===== src/sv/skt_pkg.sv =====
`timescale 1ns / 1ps
// ----------------------------------------------------------------------------
// skt_pkg: shared types and constants for the sorted key table
// Request and result payloads, opcodes, status codes, sequencer states and
// the internal storage port.
// ----------------------------------------------------------------------------
package skt_pkg;

    // Table geometry
    localparam int DEPTH = 16;
    localparam int IDX_W = (DEPTH > 1) ? $clog2(DEPTH) : 1;
    localparam int CNT_W = $clog2(DEPTH + 1);
    localparam int KEY_W = 32;
    localparam int AGE_W = 8;
    localparam int POS_W = 4;
    localparam int ECNT_W = 5;

    typedef logic [IDX_W-1:0] idx_t;
    typedef logic [CNT_W-1:0] cnt_t;

    // Operation codes
    typedef enum logic [1:0] {
        OP_SEARCH = 2'd0,
        OP_INSERT = 2'd1,
        OP_DELETE = 2'd2,
        OP_CLEAR  = 2'd3
    } kind_t;

    // Result status codes
    typedef enum logic [1:0] {
        ST_OK        = 2'd0,
        ST_NOT_FOUND = 2'd1,
        ST_FULL      = 2'd2,
        ST_DUP       = 2'd3
    } status_t;

    // Request payload
    typedef struct packed {
        kind_t                   kind;
        logic signed [KEY_W-1:0] key;
        logic [AGE_W-1:0]        age;
    } in_t;

    // Result payload
    typedef struct packed {
        status_t           status;
        logic [POS_W-1:0]  position;
        logic [AGE_W-1:0]  found_age;
        logic [ECNT_W-1:0] entry_count;
    } out_t;

    // One stored record
    typedef struct packed {
        logic signed [KEY_W-1:0] key;
        logic [AGE_W-1:0]        age;
    } entry_t;

    // Storage port driven by the sequencer
    typedef struct packed {
        logic   wr_en;
        idx_t   wr_addr;
        entry_t wr_data;
        idx_t   rd_addr;
    } store_req_t;

    // Sequencer states
    typedef enum logic [2:0] {
        S_IDLE,
        S_SCAN,
        S_SHIFT,
        S_PLACE,
        S_REPLY
    } state_t;

endpackage


===== src/sv/sorted_key_table.sv =====
`timescale 1ns / 1ps
// ----------------------------------------------------------------------------
// sorted_key_table: ordered table of signed keys with payloads
// Search, insert, delete and clear on up to DEPTH records kept in ascending
// key order; every request returns one result with the entry count.
//
//   Channel   Ports                     Payload
//   request   s_valid, s_ready, s_data  in_t  (kind, key, age)
//   result    m_valid, m_ready, m_data  out_t (status, position, found_age,
//                                              entry_count)
//
// A search walks the entries in order from entry zero, and an insert or
// delete that moves entries then shifts them one place at a time.
// Clear and full-table inserts skip the walk.
// The walk and the moves both go through the single read port of the store.
// Reset is synchronous, active low, and empties the table.
// The result sits in an output register; a stalled result blocks only the
// request after the one in flight.
// ----------------------------------------------------------------------------
module sorted_key_table
    import skt_pkg::*;
(
    input  logic aclk,
    input  logic aresetn,
    input  logic s_valid,
    output logic s_ready,
    input  in_t  s_data,
    output logic m_valid,
    input  logic m_ready,
    output out_t m_data
);

    store_req_t mem_req;
    entry_t     mem_rd;
    logic       res_valid;
    logic       res_ready;
    out_t       res_data;
    logic       m_valid_reg, m_valid_next;
    out_t       m_data_reg, m_data_next;

    skt_ctrl u_ctrl (
        .aclk      (aclk),
        .aresetn   (aresetn),
        .s_valid   (s_valid),
        .s_ready   (s_ready),
        .s_data    (s_data),
        .res_valid (res_valid),
        .res_data  (res_data),
        .res_ready (res_ready),
        .mem_req   (mem_req),
        .mem_rd    (mem_rd)
    );

    skt_store u_store (
        .aclk    (aclk),
        .req     (mem_req),
        .rd_data (mem_rd)
    );

    // Output register: free when empty or being drained
    assign res_ready = !m_valid_reg || m_ready;

    always_comb begin
        m_valid_next = m_valid_reg;
        m_data_next  = m_data_reg;
        if (res_ready) begin
            m_valid_next = res_valid;
            if (res_valid) begin
                m_data_next = res_data;
            end
        end
    end

    always_ff @(posedge aclk) begin
        if (!aresetn) begin
            m_valid_reg <= 1'b0;
        end else begin
            m_valid_reg <= m_valid_next;
        end
    end

    always_ff @(posedge aclk) begin
        m_data_reg <= m_data_next;
    end

    assign m_valid = m_valid_reg;
    assign m_data  = m_data_reg;

endmodule


===== src/sv/skt_store.sv =====
`timescale 1ns / 1ps
// ----------------------------------------------------------------------------
// skt_store: record storage
// DEPTH entries of key and payload, one write port and one read port with
// registered read data.
// ----------------------------------------------------------------------------
module skt_store
    import skt_pkg::*;
(
    input  logic       aclk,
    input  store_req_t req,
    output entry_t     rd_data
);

    entry_t mem [DEPTH];
    entry_t rd_data_reg;

    // Write port
    always_ff @(posedge aclk) begin
        if (req.wr_en) begin
            mem[req.wr_addr] <= req.wr_data;
        end
    end

    // Registered read port
    always_ff @(posedge aclk) begin
        rd_data_reg <= mem[req.rd_addr];
    end

    assign rd_data = rd_data_reg;

endmodule


===== src/sv/skt_ctrl.sv =====
`timescale 1ns / 1ps
// ----------------------------------------------------------------------------
// skt_ctrl: table sequencer
// Walks the stored entries through one signed compare unit, then moves
// entries one per cycle to open or close a slot, and builds the result.
// ----------------------------------------------------------------------------
module skt_ctrl
    import skt_pkg::*;
(
    input  logic       aclk,
    input  logic       aresetn,
    input  logic       s_valid,
    output logic       s_ready,
    input  in_t        s_data,
    output logic       res_valid,
    output out_t       res_data,
    input  logic       res_ready,
    output store_req_t mem_req,
    input  entry_t     mem_rd
);

    localparam cnt_t CNT_ONE  = cnt_t'(1);
    localparam cnt_t CNT_FULL = cnt_t'(DEPTH);

    state_t state_reg, state_next;
    kind_t  kind_reg, kind_next;
    logic signed [KEY_W-1:0] key_reg, key_next;
    logic [AGE_W-1:0] age_reg, age_next;
    cnt_t   count_reg, count_next;
    idx_t   idx_reg, idx_next;
    idx_t   ptr_reg, ptr_next;
    cnt_t   left_reg, left_next;
    logic   pend_reg, pend_next;
    idx_t   pend_addr_reg, pend_addr_next;
    out_t   result_reg, result_next;

    logic   accept;
    logic   key_lt;
    logic   key_eq;
    cnt_t   idx_inc;
    logic   scan_more;
    logic   scan_match;
    idx_t   scan_pos;

    assign accept = s_valid && s_ready;

    // Shared compare unit: stored key against request key
    assign key_lt     = mem_rd.key < key_reg;
    assign key_eq     = mem_rd.key == key_reg;
    assign idx_inc    = cnt_t'(idx_reg) + CNT_ONE;
    assign scan_more  = key_lt && (idx_inc < count_reg);
    assign scan_match = !key_lt && key_eq;
    assign scan_pos   = key_lt ? idx_t'(count_reg) : idx_reg;

    // Next state
    always_comb begin
        state_next = state_reg;
        case (state_reg)
            S_IDLE: begin
                if (accept) begin
                    if (s_data.kind == OP_CLEAR) begin
                        state_next = S_REPLY;
                    end else if (s_data.kind == OP_INSERT && count_reg == CNT_FULL) begin
                        state_next = S_REPLY;
                    end else if (count_reg == '0) begin
                        state_next = (s_data.kind == OP_INSERT) ? S_PLACE : S_REPLY;
                    end else begin
                        state_next = S_SCAN;
                    end
                end
            end
            S_SCAN: begin
                if (!scan_more) begin
                    if (kind_reg == OP_SEARCH) begin
                        state_next = S_REPLY;
                    end else if (kind_reg == OP_INSERT) begin
                        state_next = scan_match ? S_REPLY : S_SHIFT;
                    end else begin
                        state_next = scan_match ? S_SHIFT : S_REPLY;
                    end
                end
            end
            S_SHIFT: begin
                if (left_reg == '0) begin
                    state_next = (kind_reg == OP_INSERT) ? S_PLACE : S_REPLY;
                end
            end
            S_PLACE: begin
                state_next = S_REPLY;
            end
            S_REPLY: begin
                if (res_ready) begin
                    state_next = S_IDLE;
                end
            end
            default: begin
                state_next = S_IDLE;
            end
        endcase
    end

    // Datapath and storage control
    always_comb begin
        kind_next      = kind_reg;
        key_next       = key_reg;
        age_next       = age_reg;
        count_next     = count_reg;
        idx_next       = idx_reg;
        ptr_next       = ptr_reg;
        left_next      = left_reg;
        pend_next      = pend_reg;
        pend_addr_next = pend_addr_reg;
        result_next    = result_reg;
        mem_req        = '0;

        case (state_reg)
            S_IDLE: begin
                // Latch the request and start the walk at entry zero
                if (accept) begin
                    kind_next = s_data.kind;
                    key_next  = s_data.key;
                    age_next  = s_data.age;
                    idx_next  = '0;
                    left_next = '0;
                    pend_next = 1'b0;
                    result_next = '0;
                    result_next.status = ST_NOT_FOUND;
                    result_next.entry_count = ECNT_W'(count_reg);
                    if (s_data.kind == OP_CLEAR) begin
                        count_next = '0;
                        result_next.status = ST_OK;
                        result_next.entry_count = '0;
                    end else if (s_data.kind == OP_INSERT && count_reg == CNT_FULL) begin
                        result_next.status = ST_FULL;
                    end
                end
            end
            S_SCAN: begin
                if (scan_more) begin
                    idx_next        = idx_t'(idx_inc);
                    mem_req.rd_addr = idx_t'(idx_inc);
                end else begin
                    idx_next  = scan_pos;
                    pend_next = 1'b0;
                    case (kind_reg)
                        OP_SEARCH: begin
                            if (scan_match) begin
                                result_next.status    = ST_OK;
                                result_next.position  = POS_W'(idx_reg);
                                result_next.found_age = mem_rd.age;
                            end
                        end
                        OP_INSERT: begin
                            // Entries from the slot up move one place higher
                            if (scan_match) begin
                                result_next.status = ST_DUP;
                            end
                            left_next = count_reg - cnt_t'(scan_pos);
                            ptr_next  = idx_t'(count_reg - CNT_ONE);
                        end
                        default: begin
                            // Entries above the match move one place lower
                            left_next = count_reg - CNT_ONE - cnt_t'(idx_reg);
                            ptr_next  = idx_t'(idx_inc);
                        end
                    endcase
                end
            end
            S_SHIFT: begin
                // Write back the entry read in the previous cycle
                if (pend_reg) begin
                    mem_req.wr_en   = 1'b1;
                    mem_req.wr_data = mem_rd;
                    if (kind_reg == OP_INSERT) begin
                        mem_req.wr_addr = pend_addr_reg + idx_t'(1);
                    end else begin
                        mem_req.wr_addr = pend_addr_reg - idx_t'(1);
                    end
                end
                if (left_reg != '0) begin
                    mem_req.rd_addr = ptr_reg;
                    pend_next       = 1'b1;
                    pend_addr_next  = ptr_reg;
                    left_next       = left_reg - CNT_ONE;
                    if (kind_reg == OP_INSERT) begin
                        ptr_next = ptr_reg - idx_t'(1);
                    end else begin
                        ptr_next = ptr_reg + idx_t'(1);
                    end
                end else begin
                    pend_next = 1'b0;
                    if (kind_reg != OP_INSERT) begin
                        count_next = count_reg - CNT_ONE;
                        result_next.status      = ST_OK;
                        result_next.position    = POS_W'(idx_reg);
                        result_next.entry_count = ECNT_W'(count_reg - CNT_ONE);
                    end
                end
            end
            S_PLACE: begin
                // New record into the opened slot
                mem_req.wr_en       = 1'b1;
                mem_req.wr_addr     = idx_reg;
                mem_req.wr_data.key = key_reg;
                mem_req.wr_data.age = age_reg;
                count_next = count_reg + CNT_ONE;
                result_next.status      = ST_OK;
                result_next.position    = POS_W'(idx_reg);
                result_next.entry_count = ECNT_W'(count_reg + CNT_ONE);
            end
            S_REPLY: begin
            end
            default: begin
            end
        endcase
    end

    // Control registers
    always_ff @(posedge aclk) begin
        if (!aresetn) begin
            state_reg <= S_IDLE;
            count_reg <= '0;
            pend_reg  <= 1'b0;
        end else begin
            state_reg <= state_next;
            count_reg <= count_next;
            pend_reg  <= pend_next;
        end
    end

    // Working registers
    always_ff @(posedge aclk) begin
        kind_reg      <= kind_next;
        key_reg       <= key_next;
        age_reg       <= age_next;
        idx_reg       <= idx_next;
        ptr_reg       <= ptr_next;
        left_reg      <= left_next;
        pend_addr_reg <= pend_addr_next;
        result_reg    <= result_next;
    end

    assign s_ready   = (state_reg == S_IDLE);
    assign res_valid = (state_reg == S_REPLY);
    assign res_data  = result_reg;

endmodule


===== config.mk =====
export PLATFORM = sky130hd
export DESIGN_NAME = sorted_key_table
export DESIGN_NICKNAME = d
export VERILOG_FILES = /design/src/sv/skt_pkg.sv /design/src/sv/sorted_key_table.sv /design/src/sv/skt_store.sv /design/src/sv/skt_ctrl.sv
export SDC_FILE = /design/constraint.sdc
export NUM_CORES = 1
export LEC_CHECK = 0
export BUFFER_PORTS_ARGS = -buffer_cell sky130_fd_sc_hd__clkbuf_2
export CORE_MARGIN = 2
export CORE_UTILIZATION = 44
export CTS_CLUSTER_SIZE = 8
export DETAILED_ROUTE_END_ITERATION = 12
export PLACE_DENSITY_LB_ADDON = 0.05
export SETUP_SLACK_MARGIN = 0.05
export SYNTH_ARGS = -nofsm -noshare
export SYNTH_HDL_FRONTEND = slang
export SYNTH_SLANG_ARGS = --single-unit

===== constraint.sdc =====
create_clock -name aclk -period 9.9 [get_ports aclk]
set_clock_uncertainty 0.2 [all_clocks]
set_input_delay 0.495 -clock aclk [delete_from_list [all_inputs] [get_ports aclk]]
set_output_delay 0.495 -clock aclk [all_outputs]
set_load 0.01 [all_outputs]

==> impl_metrics.env, run 1 <==
export IMPL_p_leak_nw=12.71
export IMPL_grt_first_pass_wirelength_um=130900
export IMPL_largest_reg_flops=640
export IMPL_final_nets=2737
export IMPL_cts_buffers=109
export IMPL_syn_area_sq_mm=0.03196
export IMPL_irDropWorstVdd_mv=0.1421
export IMPL_dp_hpwl_um=43870
export IMPL_preCtsSetupSlack_ns=4.348
export IMPL_worstSkewPairLatency_ns=0.66
export IMPL_cp_start_kind="flip-flop"
export IMPL_cpPeakStageDelay_ns=0.79
export IMPL_die_x_um=273.5
export IMPL_cts_resized_gates=0
export IMPL_wl_per_cell_um=24.19
export IMPL_holdPathStages=3
export IMPL_final_common_cell="edfxtp_1"
export IMPL_drive_gt1_frac=0.09252
export IMPL_h_tree_depth=3
export IMPL_tightest_slew_ns=1.242
export IMPL_clk_path_buf_depth=3
export IMPL_hold_viol_final=0
export IMPL_muxShareOfSynthArea=0.004111
export IMPL_final_core_util=0.5142
export IMPL_grt_pass1_vias=20185
export IMPL_clockRootBuffer="clkbuf_16"
export IMPL_post_route_worst_setup_slack_ns=4.329
export IMPL_drc=0
export IMPL_path_clk_slew_ns=0.05
export IMPL_synth_compound_area_frac=0.05289
export IMPL_ys_types=56
export IMPL_firstDrtPassIters=6
export IMPL_cts_sinks=787
export IMPL_required_ns=10.23
export IMPL_p_per_area_mw_per_mm2=266.1
export IMPL_synth_top_family_by_area="simple AND/OR/NAND/NOR gates"
export IMPL_crit_path_end_kind="flip-flop"
export IMPL_synth_area_leaders="edfxtp_1, nand2_1, nand3_1"
export IMPL_setup_viol=0
export IMPL_reg2reg_from="u_ctrl.idx_reg[0]"
export IMPL_status="finished, final reports clean"
export IMPL_ant_nets=0
export IMPL_cts_tree="yes"
export IMPL_coreArea_sq_mm=0.07173
export IMPL_period_needed_ns=5.571
export IMPL_die_h_um=273.5
export IMPL_slew_viol_final=0
export IMPL_grt_overflow_total=0
export IMPL_critPathSlowestCell="a21o_4"
export IMPL_yosys_register_bits=787
export IMPL_gp_congestion=0.8538
export IMPL_path_cells="ha_1, xor2_1, ha_1, o21a_1, o21a_1, o21ai_0, nor2b_1, and3_1, a21o_4, buf_4, nand3_1, a32oi_1, nand3_1"
export IMPL_rsz0062_at_grt="no"
export IMPL_syn_inst=2532
export IMPL_worst_r2r_path_depth=13
export IMPL_tns_ns=0
export IMPL_reg2reg_setup_slack_ns=4.33
export IMPL_cap_violations=0
export IMPL_synth_top_area_share=0.6925
export IMPL_synth_top_area_cell="edfxtp_1"
export IMPL_criticalPathCategory="flip-flop to flip-flop"
export IMPL_hold_class="input pin to flip-flop"
export IMPL_ios=67
export IMPL_synth_xor_area_frac=0.005481
export IMPL_die_area_sq_mm=0.07481
export IMPL_yosysSeqAreaShare=0.7238
export IMPL_maxSlewHeadroom=0.1723
export IMPL_yosys_warnings=0
export IMPL_fin_crit_sh=0.5627
export IMPL_fmax_mhz=179.5
export IMPL_min_to="m_valid"
export IMPL_routed_wl_um=88600
export IMPL_syn_area_per_cell_sq_um=12.62
export IMPL_rows=98
export IMPL_drtIter0Drc=1922
export IMPL_grt_max_degree=177
export IMPL_antenna_found_initial=2
export IMPL_min_from="m_ready"
export IMPL_port_buffer_count=66
export IMPL_r2r_end="u_store.rd_data[12]"
export IMPL_viasPerCell=5.661
export IMPL_antennaDiodeCount=0
export IMPL_async_flop_share=0
export IMPL_synth_top_flop_cell="edfxtp_1"
export IMPL_syn_nets=2634
export IMPL_synth_edf_count=737
export IMPL_final_cell_mix="edfxtp_1, nand2_1, nand3_1, clkbuf_16, clkbuf_1"
export IMPL_cp_data_arrival_time_ns=5.90
export IMPL_synthSimpleGateAreaFrac=0.1639
export IMPL_area_growth_pct=15.41
export IMPL_cts_setup_buffers=0
export IMPL_synth_fa_ha_area_frac=0.02286
export IMPL_initial_core_util=0.4455
export IMPL_grt_use_total=0.2379
export IMPL_vias=20736
export IMPL_crit_fanout=70
## routing by layer
metal / GRT usage / part of all wire / wire [um] / vias to the layer above
li1: - / - / - / 9430
met1: 0.3356 / 0.44 / 39230 / 10404
met2: 0.3831 / 0.47 / 41570 / 742
met3: 0.03667 / 0.063 / 5559 / 156
met4: 0.06974 / 0.025 / 2215 / 4
met5: 0 / 0.00025 / 22 / -
## kinds of logic (layout without fill, tap and decap cells)
group           after synthesis  in the layout
buf+inv                     209            390
flops                       787            787
compound gates              238            238
simple gates               1209           1209
fa+ha+maj                    56             56
xor+xnor                     20             20
mux                          13             13
## area by class of cell
cell class                 instances  area (sq um)
inverter                          56         210.2
sequential                       787         23130
tap                              950          1189
fill                            6140         34850
clock inverter                     7         110.1
multi-input combinational       1536          8165
clock buffer                     182          3023
timing repair buffer             145          1056
## metrics by stage
step | hold slack (ns) | instance area (sq um) | cells | power, mW
after detailed placement | 0.2045 | 33320 | 3431 | 6.437
after global routing | 0.03491 | 36890 | 3663 | 10.30
after global placement | 0.2081 | 33320 | 3431 | 6.420
final | 0.04764 | 36890 | 3663 | 9.813
after floorplan | 0.2003 | 31960 | 2532 | 5.715
after CTS | 0.02674 | 36890 | 3663 | 9.879
## synth_stat cells (2+ instances only)
library cell,n
o21ai_0,32
or3_1,3
o21bai_1,2
a21boi_0,3
and3_1,6
buf_1,14
nand4_1,10
mux2i_1,12
buf_6,3
xnor2_1,11
o211ai_1,3
fa_1,4
inv_1,55
a21o_1,8
edfxtp_1,737
nor2b_1,12
nand3b_1,3
and2_1,11
a32oi_1,40
o22ai_1,6
a211oi_1,2
buf_2,41
nor3_1,14
ha_1,52
nand3_1,410
a22o_1,43
nor4_1,3
xor2_1,9
a41oi_1,2
nand2b_1,4
nor2_1,51
dfxtp_1,50
nand2_1,677
o21a_1,4
a31oi_1,44
clkbuf_1,94
a22oi_1,5
a21oi_1,34
## power by group
group          total, mW  switching, mW  leakage [nW]  internal [mW]
Clock               3.42           1.36          1.49           2.06
Sequential          4.14          0.184          6.32           3.95
Combinational       2.26           1.50          4.90          0.764
## critical path: cells and delay by family, from the launching register on
kind                       cells  cell delay [ns]
buffers and inverters          1             0.73
DFF                            1             0.54
AOI/OAI and AO/OA              5             1.51
xor gates and xnor gates       1             0.57
and+or+nand+nor                4             1.20
adders and majority gates      2             0.66
## how the worst max path moves through the flow
stage,depth (start not counted),to,from,slack [ns]
after global placement,13,u_store.rd_data[15],u_ctrl.idx_reg[0],4.48
after CTS,13,u_store.rd_data[12],u_ctrl.idx_reg[0],4.33
final,13,u_store.rd_data[12],u_ctrl.idx_reg[0],4.33
after floorplan,10,u_store.mem[6][0],u_ctrl.kind_reg[1],5.52
after global routing,13,u_store.rd_data[15],u_ctrl.idx_reg[0],3.84
after detailed placement,13,u_store.rd_data[15],u_ctrl.idx_reg[0],4.35
## what timing repair did
| item | 4_1_cts | 5_1_grt |
|---|---|---|
| hold endpoints to repair | 43 | 0 |
| setup endpoints to repair | 0 | 0 |
| hold buffers | 43 | 0 |
Note: power is estimated with default switching activity, not from simulation.
==> run 2, diff against run 1 <==
--- a/config.mk
+++ b/config.mk
@@ -5,6 +5,7 @@
 export SDC_FILE = /design/constraint.sdc
 export NUM_CORES = 1
 export LEC_CHECK = 0
+export ABC_AREA = 1
 export BUFFER_PORTS_ARGS = -buffer_cell sky130_fd_sc_hd__clkbuf_2
 export CORE_MARGIN = 2
 export CORE_UTILIZATION = 44
==> constraint.sdc (replaced) <==
create_clock -name aclk -period 4.6 [get_ports aclk]
set_clock_uncertainty 0.2 [all_clocks]
set_input_delay 0.23 -clock aclk [delete_from_list [all_inputs] [get_ports aclk]]
set_output_delay 0.23 -clock aclk [all_outputs]
set_load 0.01 [all_outputs]
==> impl_metrics.env, run 2 <==
export IMPL_die_area_sq_mm=0.08045
export IMPL_irDropWorstVdd_mv=0.3019
export IMPL_synth_top_area_cell="edfxtp_1"
export IMPL_synth_commonest_cells="nand2_1, edfxtp_1, nand3_1"
export IMPL_final_cell_mix="nand2_1, nand3_1, edfxtp_1, inv_1, clkbuf_16"
export IMPL_rsz0062_at_grt="no"
export IMPL_holdPathStages=2
export IMPL_die_h_um=283.6
export IMPL_crit_fanout=94
export IMPL_h_tree_depth=3
export IMPL_cts_setup_buffers=0
export IMPL_drive_gt1_frac=0.09629
export IMPL_viasPerCell=5.287
export IMPL_maxSlewHeadroom=0.2281
export IMPL_yosys_cell_count_top_type="nand2_1"
export IMPL_total_power_mw=22.27
export IMPL_worst_path_most_repeated_cell="nand2_1"
export IMPL_path_clk_slew_ns=0.05
export IMPL_syn_nets=3362
export IMPL_critPathSlowestCell="buf_12"
export IMPL_required_ns=4.94
export IMPL_yosys_warnings=0
export IMPL_cts_tree="yes"
export IMPL_worst_r2r_path_depth=20
export IMPL_cap_violations=0
export IMPL_clk_path_buf_depth=3
export IMPL_coreArea_sq_mm=0.07747
export IMPL_hold_class="input pin to flip-flop"
export IMPL_final_common_cell="nand2_1"
export IMPL_post_route_worst_setup_slack_ns=0.6659
export IMPL_cts_buffers=108
export IMPL_syn_area_sq_mm=0.03441
export IMPL_gp_congestion=0.8779
export IMPL_synth_edf_count=737
export IMPL_crit_path_end_kind="flip-flop"
export IMPL_preCtsSetupSlack_ns=0.6521
export IMPL_criticalPathCategory="flip-flop to flip-flop"
export IMPL_stdcell_count=4540
export IMPL_ios=67
export IMPL_synth_top_area_share=0.6432
export IMPL_grt_pass1_vias=23085
export IMPL_cts_sinks=787
export IMPL_ant_nets=0
export IMPL_setup_viol=0
export IMPL_hold_viol_final=0
export IMPL_worstSkewPairLatency_ns=0.66
export IMPL_vias=24001
export IMPL_yosysSeqAreaShare=0.6723
export IMPL_final_nets=3516
export IMPL_fin_crit_sh=0.8552
export IMPL_drtIter0Drc=2156
export IMPL_rows=102
export IMPL_drc=0
export IMPL_routed_wl_um=96750
export IMPL_die_x_um=283.6
export IMPL_p_per_area_mw_per_mm2=554.1
export IMPL_initial_core_util=0.4442
export IMPL_syn_inst=3260
export IMPL_period_needed_ns=3.934
export IMPL_largest_reg_flops=640
export IMPL_tightest_slew_ns=1.146
export IMPL_synth_top_flop_cell="edfxtp_1"
export IMPL_fill_cells=6855
export IMPL_slew_viol_final=0
export IMPL_firstDrtPassIters=5
export IMPL_fmax_mhz=254.2
export IMPL_cpPeakStageDelay_ns=0.38
export IMPL_tns_ns=0
export IMPL_wl_per_cell_um=21.31
export IMPL_grt_use_total=0.2384
export IMPL_p_leak_nw=16.50
export IMPL_cp_start_kind="flip-flop"
export IMPL_antenna_found_initial=0
export IMPL_cp_data_arrival_time_ns=4.28
export IMPL_status="finished, final reports clean"
export IMPL_final_area_sq_mm=0.04020
export IMPL_grt_max_degree=180
export IMPL_dp_hpwl_um=51970
export IMPL_clockRootBuffer="clkbuf_16"
export IMPL_antennaDiodeCount=0
export IMPL_place_area_sq_mm=0.03659
export IMPL_yosys_register_bits=787
export IMPL_dpl_cell_count=4299
export IMPL_synth_area_leaders="edfxtp_1, nand3_1, nand2_1"
export IMPL_async_flop_share=0
export IMPL_port_buffer_count=66
export IMPL_syn_area_per_cell_sq_um=10.55
export IMPL_grt_first_pass_wirelength_um=145800
export IMPL_grt_overflow_total=0
export IMPL_path_cells="inv_1, ha_1, nand2_1, nor2_1, nand2_1, nand2_1, nand2_1, nand2_1, nand2_1, nand2_1, nand2_1, nand2_2, nand4_4, nand2_8, buf_12, nand2_1, nand3_1, nand3_1, nand3_1, nand2_1"
export IMPL_area_growth_pct=16.82
export IMPL_cts_resized_gates=0
export IMPL_ys_types=43
[run 2: cell types whose count changed in the layout (fill, tap and decap cells not counted), sizes merged, moves of 43 or more]
| cell | before | now |
|---|---|---|
| nand3 | 410 | 737 |
| o21ai | 32 | 76 |
| buf | 36 | 112 |
| a22o | 43 | 0 |
| nand2 | 677 | 821 |
| inv | 58 | 435 |
[run 2: worst max-delay path: cells and delay by family (launching register included)]
kind	cells	cell delay [ns]
flip-flops	1	0.33
adder cells (fa/ha/maj)	1	0.27
buffers and inverters	2	0.44
AND/OR/NAND/NOR	17	2.41
[run 2: path summary, 6_finish.rpt]
check | end | start | slack [ns]
worst min-delay path | u_ctrl.key_reg[10] | s_data[18] | 0.08
worst max-delay path | u_store.rd_data[31] | u_ctrl.key_reg[6] | 0.67
worst max register to register | u_store.rd_data[31] | u_ctrl.key_reg[6] | 0.67
worst min register to register | m_data[4] | u_ctrl.res_data[4] | 0.21
[run 2: metrics by stage]
| step | utilization | hold slack, ns |
|---|---|---|
| 6_report | 0.5189 | 0.07961 |
| 3_5_place_dp | 0.4723 | 0.2054 |
| 2_1_floorplan | - | 0.1289 |
| 5_1_grt | 0.5189 | 0.07875 |
| 3_3_place_gp | 0.4723 | 0.2011 |
| 4_1_cts | 0.5189 | 0.04129 |
[run 2: cell type report]
class,instances,area (sq um),share of cell area
repair buffers,223,1959,0.04874
multi-input cells,1857,9002,0.2240
flip-flops and latches,787,23130,0.5755
clock buffers,192,3103,0.07719
inverters,437,1647,0.04096
clock inverters,4,52.55,0.001307
well taps,1040,1301,0.03237
[run 2: what timing repair did]
action,4_1_cts,5_1_grt
hold endpoints to repair,74,0
setup endpoints to repair,0,0
hold buffers,45,0
[run 2: cells by family (layout without fill, tap and decap cells)]
group | count (synthesis) | in the layout | synth area share
XOR/XNOR | 13 | 13 | 0.003309
adder cells (fa/ha/maj) | 56 | 56 | 0.02124
AO/OA/AOI/OAI | 139 | 139 | 0.02265
AND/OR/NAND/NOR | 1649 | 1649 | 0.2089
buffers and inverters | 616 | 856 | 0.07160
flip-flops | 787 | 787 | 0.6723
[run 2: where the power goes]
| group | internal [mW] | leakage (nW) | switching (mW) |
|---|---|---|---|
| registers | 8.61 | 6.44 | 0.325 |
| clock network | 4.50 | 1.50 | 2.95 |
| logic | 1.86 | 8.57 | 4.03 |
[run 2: per-layer routing]
metal  vias up  share of wire  global-route usage
li1      11344              -                   -
met1     11785           0.45              0.3334
met2       720           0.48              0.3952
met3       152          0.050             0.02709
met4         0          0.023             0.06601
met5         -              0                   0
